## src/mi4_ram.sv

```systemverilog
module mi4_ram #(
    parameter int WIDTH = 32,
    parameter int DEPTH = 64
) (
    input  logic                     clk,
    input  logic                     we,
    input  logic [$clog2(DEPTH)-1:0] waddr,
    input  logic [WIDTH-1:0]         wdata,
    input  logic [$clog2(DEPTH)-1:0] raddr_a,
    input  logic [$clog2(DEPTH)-1:0] raddr_b,
    output logic [WIDTH-1:0]         rdata_a,
    output logic [WIDTH-1:0]         rdata_b
);

    logic [WIDTH-1:0] mem [DEPTH];

    always_ff @(posedge clk)
    begin
        if (we)
        begin
            mem[waddr] <= wdata;
        end
        rdata_a <= mem[raddr_a];
        rdata_b <= mem[raddr_b];
    end

endmodule

```

## config.mk

```make
export PLATFORM = sky130hd
export DESIGN_NAME = mi4_ram
export DESIGN_NICKNAME = d
export VERILOG_FILES = /design/src/mi4_ram.sv
export SDC_FILE = /design/constraint.sdc
export NUM_CORES = 2
export LEC_CHECK = 0
export ABC_CLOCK_PERIOD_IN_PS = 4400
export BUFFER_PORTS_ARGS = -buffer_cell sky130_fd_sc_hd__buf_2
export CAP_MARGIN = 20
export CORE_MARGIN = 5
export CORE_UTILIZATION = 31
export CTS_CLUSTER_SIZE = 40
export DETAILED_ROUTE_END_ITERATION = 7
export PLACE_DENSITY_LB_ADDON = 0.12
export SYNTH_ARGS = -nofsm -noshare
export SYNTH_HDL_FRONTEND = slang
export SYNTH_SLANG_ARGS = --single-unit
```

## constraint.sdc

```tcl
create_clock -name clk -period 4.4 [get_ports clk]
set_input_delay 0.22 -clock clk [delete_from_list [all_inputs] [get_ports clk]]
set_output_delay 0.22 -clock clk [all_outputs]
set_load 0.03 [all_outputs]
```

==> flow_metrics.py <==
metrics = {
    "route": {
        "via_per_inst": 5.71,
        "drc": 0,
        "antenna_left": 0,
        "firstDrtPassIters": 5,
        "drtIter0Drc": 5966,
        "vias": 51900,
        "wl_per_cell_um": 38.8,
        "totalWireLength_mm": 353,
    },
    "setup_path": {
        "crit_arrival_ns": 3.60,
        "path_delay_family": "simple AND/OR/NAND/NOR gates",
        "worst_setup_path_end_kind": "flip-flop",
        "critPathLaunch": "raddr_a[5]",
        "reg2reg_from": "mem[2][20]",
        "worst-path-buf-inv": 2,
        "cp_max_fo": 30,
        "cp-start-kind": "input port",
        "crit_chain": "dlygate4sd3_1 -> buf_4 -> nand3b_1 -> o221ai_1 -> a21oi_1 -> nor2_1 -> o22ai_1",
        "slowest_delay_ns": 0.66,
        "critical_path_class": "in2reg",
        "crit_slowest_cell": "nand3b_1",
        "crit_required_ns": 5.12,
    },
    "synth": {
        "yosys.area.top_type": "edfxtp_1",
        "synth.top_cells.by_area": "edfxtp_1, mux4_2, mux2i_1",
        "avgSynthCellArea_um2": 21.7,
        "netlist_top_cells_count": "edfxtp_1, mux4_2, mux2i_1, clkbuf_1, buf_2",
        "synth_flop_cell": "edfxtp_1",
        "netlist.area_leader.share_pct": 64.3,
        "synth.most_common_cell": "edfxtp_1",
        "synth-edff-count": 2048,
        "synthCells": 4412,
        "yosysSeqAreaShare_pct": 65.6,
        "netlist_area_mm2": 0.0957,
        "ys_ff_latch": 2112,
        "ys_types": 38,
        "yosys_warnings": 0,
        "synth_nets": 4464,
        "ys_async_sr_fraction_pct": 0,
    },
    "grt": {
        "grt_pass1_vias": 53600,
        "use_met2_pct": 35.4,
        "met3_usage_pct": 3.94,
        "grt_max_degree": 67,
        "antenna_found_initial": 34,
        "grt-ovfl-total": 0,
        "grtUsageTotal_pct": 21.8,
        "grt-busiest-layer": "met2",
        "gr-usage-met1_pct": 30.4,
        "grt_first_pass_wirelength_mm": 478,
    },
    "power_and_ir_drop": {
        "p_leak_nw": 34.8,
        "p_total_mw": 46.4,
        "power_frac_seq_pct": 48.4,
        "power_switching_mw": 10.9,
        "swShare_pct": 23.5,
        "intPower_mw": 35.5,
        "pwr-share-comb_pct": 8.8,
        "p_per_area_mw_per_mm2": 416,
        "power_frac_clock_pct": 42.8,
        "vdd_drop_max_mv": 0.352,
    },
    "layout": {
        "finalNonFillerCells": 9084,
        "syn_to_final_growth_pct": 16.7,
        "layout-drive-gt1-share_pct": 40.1,
        "layout.nets": 4812,
    },
    "sta": {
        "rsz0062_at_grt": "false",
        "maxSlewViolCount": 0,
        "fin_crit_sh_pct": 65.5,
        "holdWs_ns": 0.0656,
        "post-route-min-period_ns": 2.88,
        "tns_ns": 0,
        "maxSlewHeadroom_pct": 15.1,
        "tightestPinTransition_ns": 1.27,
        "fin_ws_ns": 1.52,
        "fmax_mhz": 347,
        "hold_violations": 0,
        "skew_ns": 0.0459,
        "setup_viol": 0,
    },
    "cts": {
        "clk_pin_slew_ns": 0.06,
        "clockBufferDepth": 4,
        "cts_buffers": 237,
        "cts_sinks": 2112,
        "clk_latency_ns": 0.91,
        "cts_htree_levels": 4,
        "cts-root-buf": "clkbuf_16",
        "cts_tree": "yes",
    },
    "place": {
        "place_ws_ns": 0.852,
        "dp.cells": 8599,
        "dp_hpwl_mm": 208,
        "io_buffer_count": 115,
        "place.gp.congestion": 0.763,
    },
    "die": {
        "rows": 204,
        "start_util_pct": 31.1,
        "die_h_um": 566,
        "die_w_um": 566,
        "ios": 116,
        "core_area_mm2": 0.308,
        "die_area_mm2": 0.320,
    },
    "hold_path": {
        "min_path_type": "in2reg",
        "hold_path.startpoint": "waddr[2]",
    },
    "flow_run": {
        "max_cap_viol_count": 0,
    },
    "run_status": {
        "status": "completed",
    },
}
area by class of cell:
cell class	instances	area, µm²
multi-input cells	1952	31700
diodes	9	22.5
flip-flops and latches	2112	62800
repair buffers	456	4370
well taps	4120	5150
clock inverters	114	1180
fillers	28200	196000
clock buffers	320	6450
inverters	1	3.75
tightest hold or removal path, stage by stage:
cell	delay (ns)
buf_2	0.16
nand2b_1	0.20
nor2_4	0.16
flip-flops by register name, indices dropped and copies added (netlist names):
name,flops
rdata_a,32
rdata_b,32
mem,2048
final timing paths:
path            endpoint  slack [ns]  depth (start not counted)
max          rdata_a[19]        1.52                          7
min          mem[52][27]        0.07                          3
min reg2reg  rdata_b[26]        0.93                          4
max reg2reg  rdata_b[20]        1.73                          4
metal layers:
layer | share of wire [%] | wire [µm]
met1 | 43 | 151000
met2 | 48 | 169000
met3 | 6.2 | 22000
met4 | 3.0 | 10500
met5 | 0.012 | 43
metrics by stage:
step | utilization, % | cell area [µm²]
floorplan | - | 95700
global placement | 33.6 | 103000
detailed placement | 33.6 | 104000
CTS | 36.2 | 112000
global route | 36.2 | 112000
finish | 36.2 | 112000
power groups by stage:
stage	Clock, mW	Sequential (mW)	Combinational, mW
floorplan	0	22.9	2.13
detailed placement	0	22.9	4.08
CTS	20.4	22.5	4.12
finish	19.9	22.5	4.08
global route	21.1	22.5	4.29
global placement	0	22.9	4.07
cell families after synthesis:
kind of cell | count (synthesis) | synth area share, %
AOI/OAI and AO/OA | 340 | 2.39
buffers and inverters | 348 | 1.83
muxes | 1364 | 29.0
DFF | 2112 | 65.6
and+or+nand+nor | 248 | 1.13
layout by cell type (no fill, tap or decap), types with 15 or more instances in the layout:
cell type,Yosys,routed
a21oi_1,58,58
o21ai_1,31,32
nor2b_1,19,15
buf_4,55,219
clkbuf_16,0,239
nand2_1,93,91
clkbuf_1,135,64
o22ai_1,56,56
mux2_2,36,36
bufinv_16,0,25
clkinv_1,0,43
clkbuf_8,0,17
nor2_1,94,30
o221ai_1,16,16
mux2i_1,204,204
mux4_2,1124,1124
clkinv_2,0,35
edfxtp_1,2048,2048
buf_2,121,105
buf_12,0,85
o21ai_0,18,17
nor2_4,0,63
dfxtp_1,64,64
o211ai_1,27,27
a22oi_1,85,85
dlygate4sd3_1,0,37
what timing repair did:
| item | in CTS | in global routing |
|---|---|---|
| hold buffers | 34 | 3 |
| setup buffers | 0 | 0 |
| endpoints found under the hold margin | 1074 | 75 |
| gates resized for setup | 0 | 0 |
Note: power is estimated with default switching activity, not from simulation.
