<file path="config.mk">
export PLATFORM = sky130hd
export DESIGN_NAME = mi4_fpu
export DESIGN_NICKNAME = d
export VERILOG_FILES = /design/src/mi4_pkg.sv /design/src/mi4_fpu.sv
export SDC_FILE = /design/constraint.sdc
export NUM_CORES = 2
export LEC_CHECK = 0
export ABC_CLOCK_PERIOD_IN_PS = 8000
export BUFFER_PORTS_ARGS = -buffer_cell sky130_fd_sc_hd__buf_2
export CAP_MARGIN = 20
export CORE_MARGIN = 2
export CORE_UTILIZATION = 33
export CTS_CLUSTER_DIAMETER = 100
export DETAILED_ROUTE_END_ITERATION = 8
export GPL_TIMING_DRIVEN = 0
export SLEW_MARGIN = 20
export SYNTH_ARGS = -nofsm -noshare
export SYNTH_HDL_FRONTEND = slang
export SYNTH_SLANG_ARGS = --single-unit
</file>
<file path="constraint.sdc">
create_clock -name clk -period 8 [get_ports clk]
set_input_delay 0.8 -clock clk [delete_from_list [all_inputs] [get_ports clk]]
set_output_delay 0.8 -clock clk [all_outputs]
set_load 0.005 [all_outputs]
</file>
<file path="src/mi4_pkg.sv">
package mi4_pkg;

    localparam int ADDR_W    = 6;
    localparam int MEM_DEPTH = 64;
    localparam int DATA_W    = 32;

    // Working store map: transposed elements, pair products, cofactors, scratch.
    localparam logic [ADDR_W-1:0] P_BASE   = 6'd16;
    localparam logic [ADDR_W-1:0] P_HIGH   = 6'd28;
    localparam logic [ADDR_W-1:0] COF_BASE = 6'd40;
    localparam logic [ADDR_W-1:0] TMP_BASE = 6'd56;
    localparam logic [ADDR_W-1:0] DET_ADDR = 6'd56;
    localparam logic [ADDR_W-1:0] PRD_ADDR = 6'd57;
    localparam logic [ADDR_W-1:0] SUM_ADDR = 6'd59;
    localparam logic [ADDR_W-1:0] INV_ADDR = 6'd62;

    localparam logic [31:0] CANON_NAN = 32'h7FC0_0000;

    typedef enum logic [1:0] {
        FOP_MUL,
        FOP_ADD,
        FOP_SUB,
        FOP_RCP
    } fpu_op_t;

    typedef struct packed {
        logic    start;
        fpu_op_t op;
    } fpu_req_t;

    typedef enum logic [2:0] {
        SEG_PAIR,
        SEG_COF,
        SEG_DET,
        SEG_RCP,
        SEG_EMIT
    } seg_t;

    typedef struct packed {
        fpu_op_t           op;
        logic [ADDR_W-1:0] src_a;
        logic [ADDR_W-1:0] src_b;
        logic [ADDR_W-1:0] dst;
        logic              emit;
        logic              last;
    } instr_t;

    localparam logic [3:0] PAIR_SRC [24][2] = '{
        '{4'd10, 4'd15}, '{4'd11, 4'd14}, '{4'd9,  4'd15}, '{4'd11, 4'd13},
        '{4'd9,  4'd14}, '{4'd10, 4'd13}, '{4'd8,  4'd15}, '{4'd11, 4'd12},
        '{4'd8,  4'd14}, '{4'd10, 4'd12}, '{4'd8,  4'd13}, '{4'd9,  4'd12},
        '{4'd2,  4'd7},  '{4'd3,  4'd6},  '{4'd1,  4'd7},  '{4'd3,  4'd5},
        '{4'd1,  4'd6},  '{4'd2,  4'd5},  '{4'd0,  4'd7},  '{4'd3,  4'd4},
        '{4'd0,  4'd6},  '{4'd2,  4'd4},  '{4'd0,  4'd5},  '{4'd1,  4'd4}
    };

    localparam logic [3:0] COF_SRC [16][12] = '{
        '{4'd0, 4'd5, 4'd3, 4'd6, 4'd4, 4'd7, 4'd1, 4'd5, 4'd2, 4'd6, 4'd5, 4'd7},
        '{4'd1, 4'd4, 4'd6, 4'd6, 4'd9, 4'd7, 4'd0, 4'd4, 4'd7, 4'd6, 4'd8, 4'd7},
        '{4'd2, 4'd4, 4'd7, 4'd5, 4'd10, 4'd7, 4'd3, 4'd4, 4'd6, 4'd5, 4'd11, 4'd7},
        '{4'd5, 4'd4, 4'd8, 4'd5, 4'd11, 4'd6, 4'd4, 4'd4, 4'd9, 4'd5, 4'd10, 4'd6},
        '{4'd1, 4'd1, 4'd2, 4'd2, 4'd5, 4'd3, 4'd0, 4'd1, 4'd3, 4'd2, 4'd4, 4'd3},
        '{4'd0, 4'd0, 4'd7, 4'd2, 4'd8, 4'd3, 4'd1, 4'd0, 4'd6, 4'd2, 4'd9, 4'd3},
        '{4'd3, 4'd0, 4'd6, 4'd1, 4'd11, 4'd3, 4'd2, 4'd0, 4'd7, 4'd1, 4'd10, 4'd3},
        '{4'd4, 4'd0, 4'd9, 4'd1, 4'd10, 4'd2, 4'd5, 4'd0, 4'd8, 4'd1, 4'd11, 4'd2},
        '{4'd0, 4'd13, 4'd3, 4'd14, 4'd4, 4'd15, 4'd1, 4'd13, 4'd2, 4'd14, 4'd5, 4'd15},
        '{4'd1, 4'd12, 4'd6, 4'd14, 4'd9, 4'd15, 4'd0, 4'd12, 4'd7, 4'd14, 4'd8, 4'd15},
        '{4'd2, 4'd12, 4'd7, 4'd13, 4'd10, 4'd15, 4'd3, 4'd12, 4'd6, 4'd13, 4'd11, 4'd15},
        '{4'd5, 4'd12, 4'd8, 4'd13, 4'd11, 4'd14, 4'd4, 4'd12, 4'd9, 4'd13, 4'd10, 4'd14},
        '{4'd2, 4'd10, 4'd5, 4'd11, 4'd1, 4'd9, 4'd4, 4'd11, 4'd0, 4'd9, 4'd3, 4'd10},
        '{4'd8, 4'd11, 4'd0, 4'd8, 4'd7, 4'd10, 4'd6, 4'd10, 4'd9, 4'd11, 4'd1, 4'd8},
        '{4'd6, 4'd9, 4'd11, 4'd11, 4'd3, 4'd8, 4'd10, 4'd11, 4'd2, 4'd8, 4'd7, 4'd9},
        '{4'd10, 4'd10, 4'd4, 4'd8, 4'd9, 4'd9, 4'd8, 4'd9, 4'd11, 4'd10, 4'd5, 4'd8}
    };

    function automatic instr_t fetch_instr(input seg_t seg, input logic [4:0] idx,
                                           input logic [3:0] step);
        instr_t            ins;
        logic [ADDR_W-1:0] base;
        logic [3:0]        row;
        ins  = '0;
        row  = idx[3:0];
        base = idx[3] ? P_HIGH : P_BASE;
        ins.op = FOP_MUL;
        unique case (seg)
            SEG_PAIR:
            begin
                ins.src_a = 6'(PAIR_SRC[idx][0]);
                ins.src_b = 6'(PAIR_SRC[idx][1]);
                ins.dst   = P_BASE + 6'(idx);
            end
            SEG_COF:
            begin
                if (step < 4'd6)
                begin
                    ins.src_a = base + 6'(COF_SRC[row][{step[2:0], 1'b0}]);
                    ins.src_b = 6'(COF_SRC[row][{step[2:0], 1'b1}]);
                    ins.dst   = TMP_BASE + 6'(step);
                end
                else
                begin
                    ins.op = FOP_ADD;
                    priority case (step)
                        4'd6:
                        begin
                            ins.src_a = TMP_BASE;
                            ins.src_b = TMP_BASE + 6'd1;
                            ins.dst   = TMP_BASE;
                        end
                        4'd7:
                        begin
                            ins.src_a = TMP_BASE;
                            ins.src_b = TMP_BASE + 6'd2;
                            ins.dst   = TMP_BASE;
                        end
                        4'd8:
                        begin
                            ins.src_a = SUM_ADDR;
                            ins.src_b = SUM_ADDR + 6'd1;
                            ins.dst   = SUM_ADDR;
                        end
                        4'd9:
                        begin
                            ins.src_a = SUM_ADDR;
                            ins.src_b = SUM_ADDR + 6'd2;
                            ins.dst   = SUM_ADDR;
                        end
                        default:
                        begin
                            ins.op    = FOP_SUB;
                            ins.src_a = TMP_BASE;
                            ins.src_b = SUM_ADDR;
                            ins.dst   = COF_BASE + 6'(row);
                        end
                    endcase
                end
            end
            SEG_DET:
            begin
                priority case (step)
                    4'd0:
                    begin
                        ins.src_a = 6'd0;
                        ins.src_b = COF_BASE;
                        ins.dst   = DET_ADDR;
                    end
                    4'd1, 4'd3, 4'd5:
                    begin
                        ins.src_a = 6'(step[2:1]) + 6'd1;
                        ins.src_b = COF_BASE + 6'(step[2:1]) + 6'd1;
                        ins.dst   = PRD_ADDR;
                    end
                    default:
                    begin
                        ins.op    = FOP_ADD;
                        ins.src_a = DET_ADDR;
                        ins.src_b = PRD_ADDR;
                        ins.dst   = DET_ADDR;
                    end
                endcase
            end
            SEG_RCP:
            begin
                ins.op    = FOP_RCP;
                ins.src_a = DET_ADDR;
                ins.src_b = DET_ADDR;
                ins.dst   = INV_ADDR;
            end
            SEG_EMIT:
            begin
                ins.src_a = COF_BASE + 6'(row);
                ins.src_b = INV_ADDR;
                ins.emit  = 1'b1;
                ins.last  = (row == 4'd15);
            end
            default:
            begin
                ins = '0;
            end
        endcase
        return ins;
    endfunction

    function automatic logic [5:0] lead_pos50(input logic [49:0] v);
        logic [5:0] p;
        p = 6'd0;
        for (int i = 0; i < 50; i++)
        begin
            if (v[i])
            begin
                p = 6'(i);
            end
        end
        return p;
    endfunction

    function automatic logic [4:0] lead_pos24(input logic [23:0] v);
        logic [4:0] p;
        p = 5'd0;
        for (int i = 0; i < 24; i++)
        begin
            if (v[i])
            begin
                p = 5'(i);
            end
        end
        return p;
    endfunction

    // Rounds a significand with its leading one at bit 26 (bits 2:0 guard,
    // round, sticky) to nearest even, handling subnormal and overflow results.
    function automatic logic [31:0] fp_round(input logic sign, input logic signed [11:0] e,
                                             input logic [26:0] sig);
        logic [26:0] s;
        logic [26:0] mask;
        logic [5:0]  sh;
        logic [24:0] m;
        logic        up;
        logic [31:0] res;
        if (e >= 12'sd255)
        begin
            res = {sign, 8'hFF, 23'd0};
        end
        else if (e <= 12'sd0)
        begin
            sh   = (e < -12'sd30) ? 6'd31 : 6'(12'sd1 - e);
            s    = sig >> sh;
            mask = (27'd1 << sh) - 27'd1;
            s[0] = s[0] | (|(sig & mask));
            up   = s[2] & (s[1] | s[0] | s[3]);
            m    = {1'b0, s[26:3]} + 25'(up);
            res  = {sign, 7'd0, m[23], m[22:0]};
        end
        else
        begin
            up = sig[2] & (sig[1] | sig[0] | sig[3]);
            m  = {1'b0, sig[26:3]} + 25'(up);
            if (m[24])
            begin
                if (e == 12'sd254)
                begin
                    res = {sign, 8'hFF, 23'd0};
                end
                else
                begin
                    res = {sign, 8'(e + 12'sd1), 23'd0};
                end
            end
            else
            begin
                res = {sign, e[7:0], m[22:0]};
            end
        end
        return res;
    endfunction

endpackage

</file>
<file path="src/mi4_fpu.sv">
module mi4_fpu (
    input  logic             clk,
    input  logic             rst_n,
    input  mi4_pkg::fpu_req_t req,
    input  logic [31:0]      a,
    input  logic [31:0]      b,
    output logic             done,
    output logic [31:0]      result
);

    typedef enum logic [2:0] {
        ST_IDLE,
        ST_DIV,
        ST_NORM,
        ST_RND
    } state_t;

    state_t             state_reg;
    logic               done_reg;
    logic [31:0]        result_reg;
    logic               spec_reg;
    logic [31:0]        spec_val_reg;
    logic               sign_reg;
    logic               zsign_reg;
    logic               zero_reg;
    logic signed [11:0] e_reg;
    logic signed [11:0] ne_reg;
    logic [49:0]        mag_reg;
    logic [26:0]        sig_reg;
    logic [23:0]        d_reg;
    logic [25:0]        r_reg;
    logic [48:0]        q_reg;
    logic [5:0]         cnt_reg;

    logic               sa, sb, sb_eff;
    logic [7:0]         ea, eb, ea_eff, eb_eff;
    logic [23:0]        ma, mb;
    logic               nan_a, nan_b, inf_a, inf_b, zero_a, zero_b;
    logic [47:0]        mul_prod;
    logic signed [11:0] mul_e;
    logic               a_big;
    logic [7:0]         e_big, e_small, e_diff;
    logic [5:0]         shamt;
    logic [49:0]        big_v, small_v, small_sh, small_mask, add_mag;
    logic               add_sign;
    logic [4:0]         rcp_lead;
    logic [23:0]        rcp_d;
    logic signed [11:0] rcp_e;
    logic               div_ge;
    logic [25:0]        div_r_sub, div_r_next;
    logic [48:0]        div_q_next;
    logic [5:0]         norm_p;
    logic [49:0]        norm_n;

    always_comb
    begin
        sa     = a[31];
        sb     = b[31];
        sb_eff = b[31] ^ (req.op == mi4_pkg::FOP_SUB);
        ea     = a[30:23];
        eb     = b[30:23];
        ea_eff = (ea == 8'd0) ? 8'd1 : ea;
        eb_eff = (eb == 8'd0) ? 8'd1 : eb;
        ma     = {ea != 8'd0, a[22:0]};
        mb     = {eb != 8'd0, b[22:0]};
        nan_a  = (ea == 8'hFF) && (a[22:0] != 23'd0);
        nan_b  = (eb == 8'hFF) && (b[22:0] != 23'd0);
        inf_a  = (ea == 8'hFF) && (a[22:0] == 23'd0);
        inf_b  = (eb == 8'hFF) && (b[22:0] == 23'd0);
        zero_a = (ea == 8'd0) && (a[22:0] == 23'd0);
        zero_b = (eb == 8'd0) && (b[22:0] == 23'd0);

        mul_prod = ma * mb;
        mul_e    = $signed({4'd0, ea_eff}) + $signed({4'd0, eb_eff}) - 12'sd127;

        a_big      = {ea_eff, ma} >= {eb_eff, mb};
        e_big      = a_big ? ea_eff : eb_eff;
        e_small    = a_big ? eb_eff : ea_eff;
        e_diff     = e_big - e_small;
        shamt      = (e_diff > 8'd63) ? 6'd63 : e_diff[5:0];
        big_v      = {1'b0, (a_big ? ma : mb), 25'd0};
        small_v    = {1'b0, (a_big ? mb : ma), 25'd0};
        small_mask = (50'd1 << shamt) - 50'd1;
        small_sh   = small_v >> shamt;
        small_sh[0] = small_sh[0] | (|(small_v & small_mask));
        add_mag    = (sa == sb_eff) ? (big_v + small_sh) : (big_v - small_sh);
        add_sign   = a_big ? sa : sb_eff;

        rcp_lead = mi4_pkg::lead_pos24(mb);
        rcp_d    = mb << (5'd23 - rcp_lead);
        rcp_e    = 12'sd276 - $signed({4'd0, eb_eff}) - $signed({7'd0, rcp_lead});

        div_ge     = r_reg >= {2'b00, d_reg};
        div_r_sub  = div_ge ? (r_reg - {2'b00, d_reg}) : r_reg;
        div_r_next = {div_r_sub[24:0], 1'b0};
        div_q_next = {q_reg[47:0], div_ge};

        norm_p = mi4_pkg::lead_pos50(mag_reg);
        norm_n = mag_reg << (6'd49 - norm_p);
    end

    always_ff @(posedge clk or negedge rst_n)
    begin
        if (!rst_n)
        begin
            state_reg <= ST_IDLE;
            done_reg  <= 1'b0;
        end
        else
        begin
            done_reg <= 1'b0;
            unique case (state_reg)
                ST_IDLE:
                begin
                    if (req.start)
                    begin
                        state_reg <= ST_NORM;
                        unique case (req.op)
                            mi4_pkg::FOP_MUL:
                            begin
                                spec_reg     <= nan_a | nan_b | inf_a | inf_b;
                                spec_val_reg <= (nan_a | nan_b | (inf_a & zero_b)
                                                 | (zero_a & inf_b))
                                                ? mi4_pkg::CANON_NAN
                                                : {sa ^ sb, 8'hFF, 23'd0};
                                sign_reg     <= sa ^ sb;
                                zsign_reg    <= sa ^ sb;
                                e_reg        <= mul_e;
                                mag_reg      <= {mul_prod, 2'b00};
                            end
                            mi4_pkg::FOP_ADD, mi4_pkg::FOP_SUB:
                            begin
                                spec_reg     <= nan_a | nan_b | inf_a | inf_b;
                                spec_val_reg <= (nan_a | nan_b | (inf_a & inf_b
                                                 & (sa != sb_eff)))
                                                ? mi4_pkg::CANON_NAN
                                                : {(inf_a ? sa : sb_eff), 8'hFF, 23'd0};
                                sign_reg     <= add_sign;
                                zsign_reg    <= sa & sb_eff;
                                e_reg        <= $signed({4'd0, e_big});
                                mag_reg      <= add_mag;
                            end
                            mi4_pkg::FOP_RCP:
                            begin
                                spec_reg     <= nan_b | zero_b | inf_b;
                                spec_val_reg <= nan_b ? mi4_pkg::CANON_NAN
                                                : (zero_b ? 32'd0 : {sb, 31'd0});
                                sign_reg     <= sb;
                                zsign_reg    <= sb;
                                e_reg        <= rcp_e;
                                d_reg        <= rcp_d;
                                r_reg        <= 26'h080_0000;
                                q_reg        <= '0;
                                cnt_reg      <= 6'd48;
                                if (!(nan_b | zero_b | inf_b))
                                begin
                                    state_reg <= ST_DIV;
                                end
                            end
                            default:
                            begin
                                spec_reg <= 1'b1;
                            end
                        endcase
                    end
                end
                ST_DIV:
                begin
                    r_reg   <= div_r_next;
                    q_reg   <= div_q_next;
                    cnt_reg <= cnt_reg - 6'd1;
                    if (cnt_reg == 6'd0)
                    begin
                        mag_reg   <= {div_q_next, div_r_next != 26'd0};
                        state_reg <= ST_NORM;
                    end
                end
                ST_NORM:
                begin
                    zero_reg  <= (mag_reg == 50'd0);
                    sig_reg   <= {norm_n[49:24], |norm_n[23:0]};
                    ne_reg    <= e_reg + $signed({6'd0, norm_p}) - 12'sd48;
                    state_reg <= ST_RND;
                end
                ST_RND:
                begin
                    if (spec_reg)
                    begin
                        result_reg <= spec_val_reg;
                    end
                    else if (zero_reg)
                    begin
                        result_reg <= {zsign_reg, 31'd0};
                    end
                    else
                    begin
                        result_reg <= mi4_pkg::fp_round(sign_reg, ne_reg, sig_reg);
                    end
                    done_reg  <= 1'b1;
                    state_reg <= ST_IDLE;
                end
                default:
                begin
                    state_reg <= ST_IDLE;
                end
            endcase
        end
    end

    assign done   = done_reg;
    assign result = result_reg;

endmodule

</file>
==> impl_metrics.json <==
{
  "tightest_slew_ps": 1214,
  "antenna_found_initial": 8,
  "relSlewSlack_pct": 19.09,
  "yosysTopAreaCell": "fa_1",
  "cpMaxStageDelayCell": "or4_1",
  "yosysUniqueCellTypes": 114,
  "detail-route-antenna-nets": 0,
  "drt_iter0_drc": 5096,
  "clk-insertion-delay-late_ps": 620,
  "fp.dieArea_um2": 145000,
  "fin_nets": 6996,
  "grt_busiest_layer": "met2",
  "status": "finished with violations",
  "holdWs_ps": 548.5,
  "htree_levels": 1,
  "critical_path_class": "in -> reg",
  "synth_edf_count": 242,
  "grt_use_total_pct": 27.25,
  "ys_seq_area_share_pct": 15.67,
  "finClkSkew_ps": 30.23,
  "grt-ovfl-total": 0,
  "crit_path_start_kind": "input pin",
  "ys_ff_latch": 245,
  "placeableCoreArea_um2": 141200,
  "io_buffers": 100,
  "synth.cell_area_um2": 46850,
  "cp_common_cell": "a21oi_2",
  "syn_nets": 6693,
  "placement_rows": 138,
  "drive_gt1_share_pct": 12.90,
  "yosysMostFrequentCell": "nand2_1",
  "rsz0062_at_grt": "true",
  "slew_violations": 0,
  "synth_cells": 5777,
  "fmax_ghz": 0.09506,
  "wl_per_cell_um": 25.46,
  "use_met3_pct": 5.167,
  "grt_max_degree": 33,
  "arrival_ps": 10820,
  "grt_pass1_wl_mm": 297.7,
  "r2r_slack_ps": 510,
  "netlist_top_cells_area": "fa_1 (21%), edfxtp_1 (16%), ha_1 (9.6%)",
  "place_ws_ps": -4893,
  "die_h_um": 380.8,
  "rr_worst_depth": 26,
  "drt_first_pass_iters": 6,
  "hold_violations": 0,
  "synth_area_per_cell_um2": 8.110,
  "cp-end-kind": "register",
  "r2r_end": "result[23]$_DFFE_PP_",
  "die_w_um": 380.8,
  "dp_hpwl_mm": 162.9,
  "yosysWarnings": 0,
  "synth-main-ff-cell": "edfxtp_1",
  "required_ps": 8300,
  "grt_pass1_vias": 45005,
  "async_flop_share_pct": 1.224,
  "vias_per_cell": 5.717,
  "rr_startpoint": "ne_reg[1]$_DFFE_PP_",
  "clock_tree.buffer_depth": 3,
  "clkTransAtPathRegs_ps": 60,
  "cts.sink_count": 245,
  "cp_max_fo": 10,
  "num_vias": 45734,
  "cts_tree": "built",
  "largest_reg_flops": 50,
  "cts-root-buf": "clkbuf_16",
  "cpPeakStageDelay_ps": 610,
  "violations": "negative setup slack",
  "wirelength_mm": 203.7,
  "start_util_pct": 33.17,
  "synthToLayoutAreaGrowth_pct": 16.63,
  "pin_count": 102,
  "setup_viol": 44,
  "cts_buffers": 29,
  "drc": 0,
  "drv_cap": 0,
  "grt_util_met1_pct": 36.60,
  "min_period_over_period_pct": 131.5,
  "fin_crit_ps": 10520,
  "setup_ws_ps": -2520,
  "yosys.area.top_type_share_pct": 20.81,
  "synth_commonest_cells": "nand2_1 (792), inv_1 (714), fa_1 (487)",
  "hold_class": "in -> async",
  "met2_usage_pct": 41.67,
  "routabilityCongestion": 1.034
}
metrics by stage:
step	util [%]	cell area, um2	cells	setup TNS, ps
3_3_place_gp	35.34	49910	7767	-256780
4_1_cts	37.94	53590	7949	-33800
6_report	38.69	54640	7999	-40160
5_1_grt	38.68	54630	7993	-47170
2_1_floorplan	-	47040	5777	-14310
3_5_place_dp	35.51	50150	7777	-158070
placed cells by master, fill, tap and decap left out, types with 30 or more instances in the layout:
cell type and instances:
a211oi_1 48, a21o_1 58, a21oi_1 349, a21oi_2 44
a31oi_1 39, and2_1 213, and3_1 37, buf_1 36
buf_2 105, buf_4 150, buf_6 37, clkbuf_1 192
clkbuf_16 32, clkbuf_2 54, clkbuf_4 31, edfxtp_1 242
fa_1 486, ha_1 351, inv_1 710, mux2i_1 217
nand2_1 785, nand2b_1 30, nand3_1 93, nand4_1 36
nor2_1 432, nor2b_1 41, nor3_1 87, nor4_1 35
o211ai_1 38, o21ai_0 203, o21bai_1 44, o22ai_1 38
xnor2_1 110, xor2_1 64
how the worst max path moves through the flow:
| stage | startpoint | endpoint | depth (start not counted) |
|---|---|---|---|
| final | a[0] | mag_reg[47]$_DFFE_PP_ | 55 |
| after CTS | b[27] | mag_reg[47]$_DFFE_PP_ | 54 |
| after floorplan | b[26] | mag_reg[47]$_DFFE_PP_ | 53 |
| after detailed placement | b[26] | mag_reg[47]$_DFFE_PP_ | 53 |
| after global routing | b[25] | mag_reg[47]$_DFFE_PP_ | 54 |
| after global placement | b[26] | mag_reg[47]$_DFFE_PP_ | 52 |
cell type report:
| type | instances | area (um2) |
|---|---|---|
| Antenna cell | 6 | 15.01 |
| Multi-Input combinational cell | 4438 | 37030 |
| Tap cell | 1890 | 2365 |
| Buffer | 361 | 1938 |
| Inverter | 722 | 2730 |
| Clock buffer | 35 | 768.2 |
| Sequential cell | 245 | 7342 |
| Clock inverter | 19 | 212.7 |
| Timing Repair Buffer | 283 | 2238 |
| Fill cell | 14507 | 86600 |
critical path: cells and delay by family:
kind            cells  cell delay [ps]
compound gates     30             5300
simple gates       10             1790
buf+inv             9             1480
fa+ha+maj           4             1130
mux                 1              140
xor+xnor            1              110
metal layers:
metal | up-vias | share of wire [%]
met3 | 549 | 9.1
met1 | 22688 | 42
met5 | - | 0.026
met2 | 2375 | 43
met4 | 8 | 6.3
li1 | 20114 | -
cells by family (layout without fill, tap and decap cells):
group                      after synthesis  after routing  share of synthesized area (%)
DFF                                    245            245                          15.67
buffers and inverters                 1094           1420                          8.920
AOI/OAI and AO/OA                     1242           1242                          17.25
and+or+nand+nor                       1912           1912                          18.67
xor gates and xnor gates               185            185                          3.458
muxes                                  252            252                          5.613
other                                    0              6                              0
adders and majority gates              847            847                          30.42
what timing repair did:
item                                    4_1_cts  5_1_grt
setup buffers                               124       62
hold buffers                                  1        0
endpoints found under the hold margin         3        0
endpoints found under the setup margin       59       76
pin swaps                                   112      108
gates resized for setup                     393      186
gates cloned                                  1        0
Power is not shown: default switching activity piles up to over one toggle a cycle in this logic, so the estimate is an artifact.
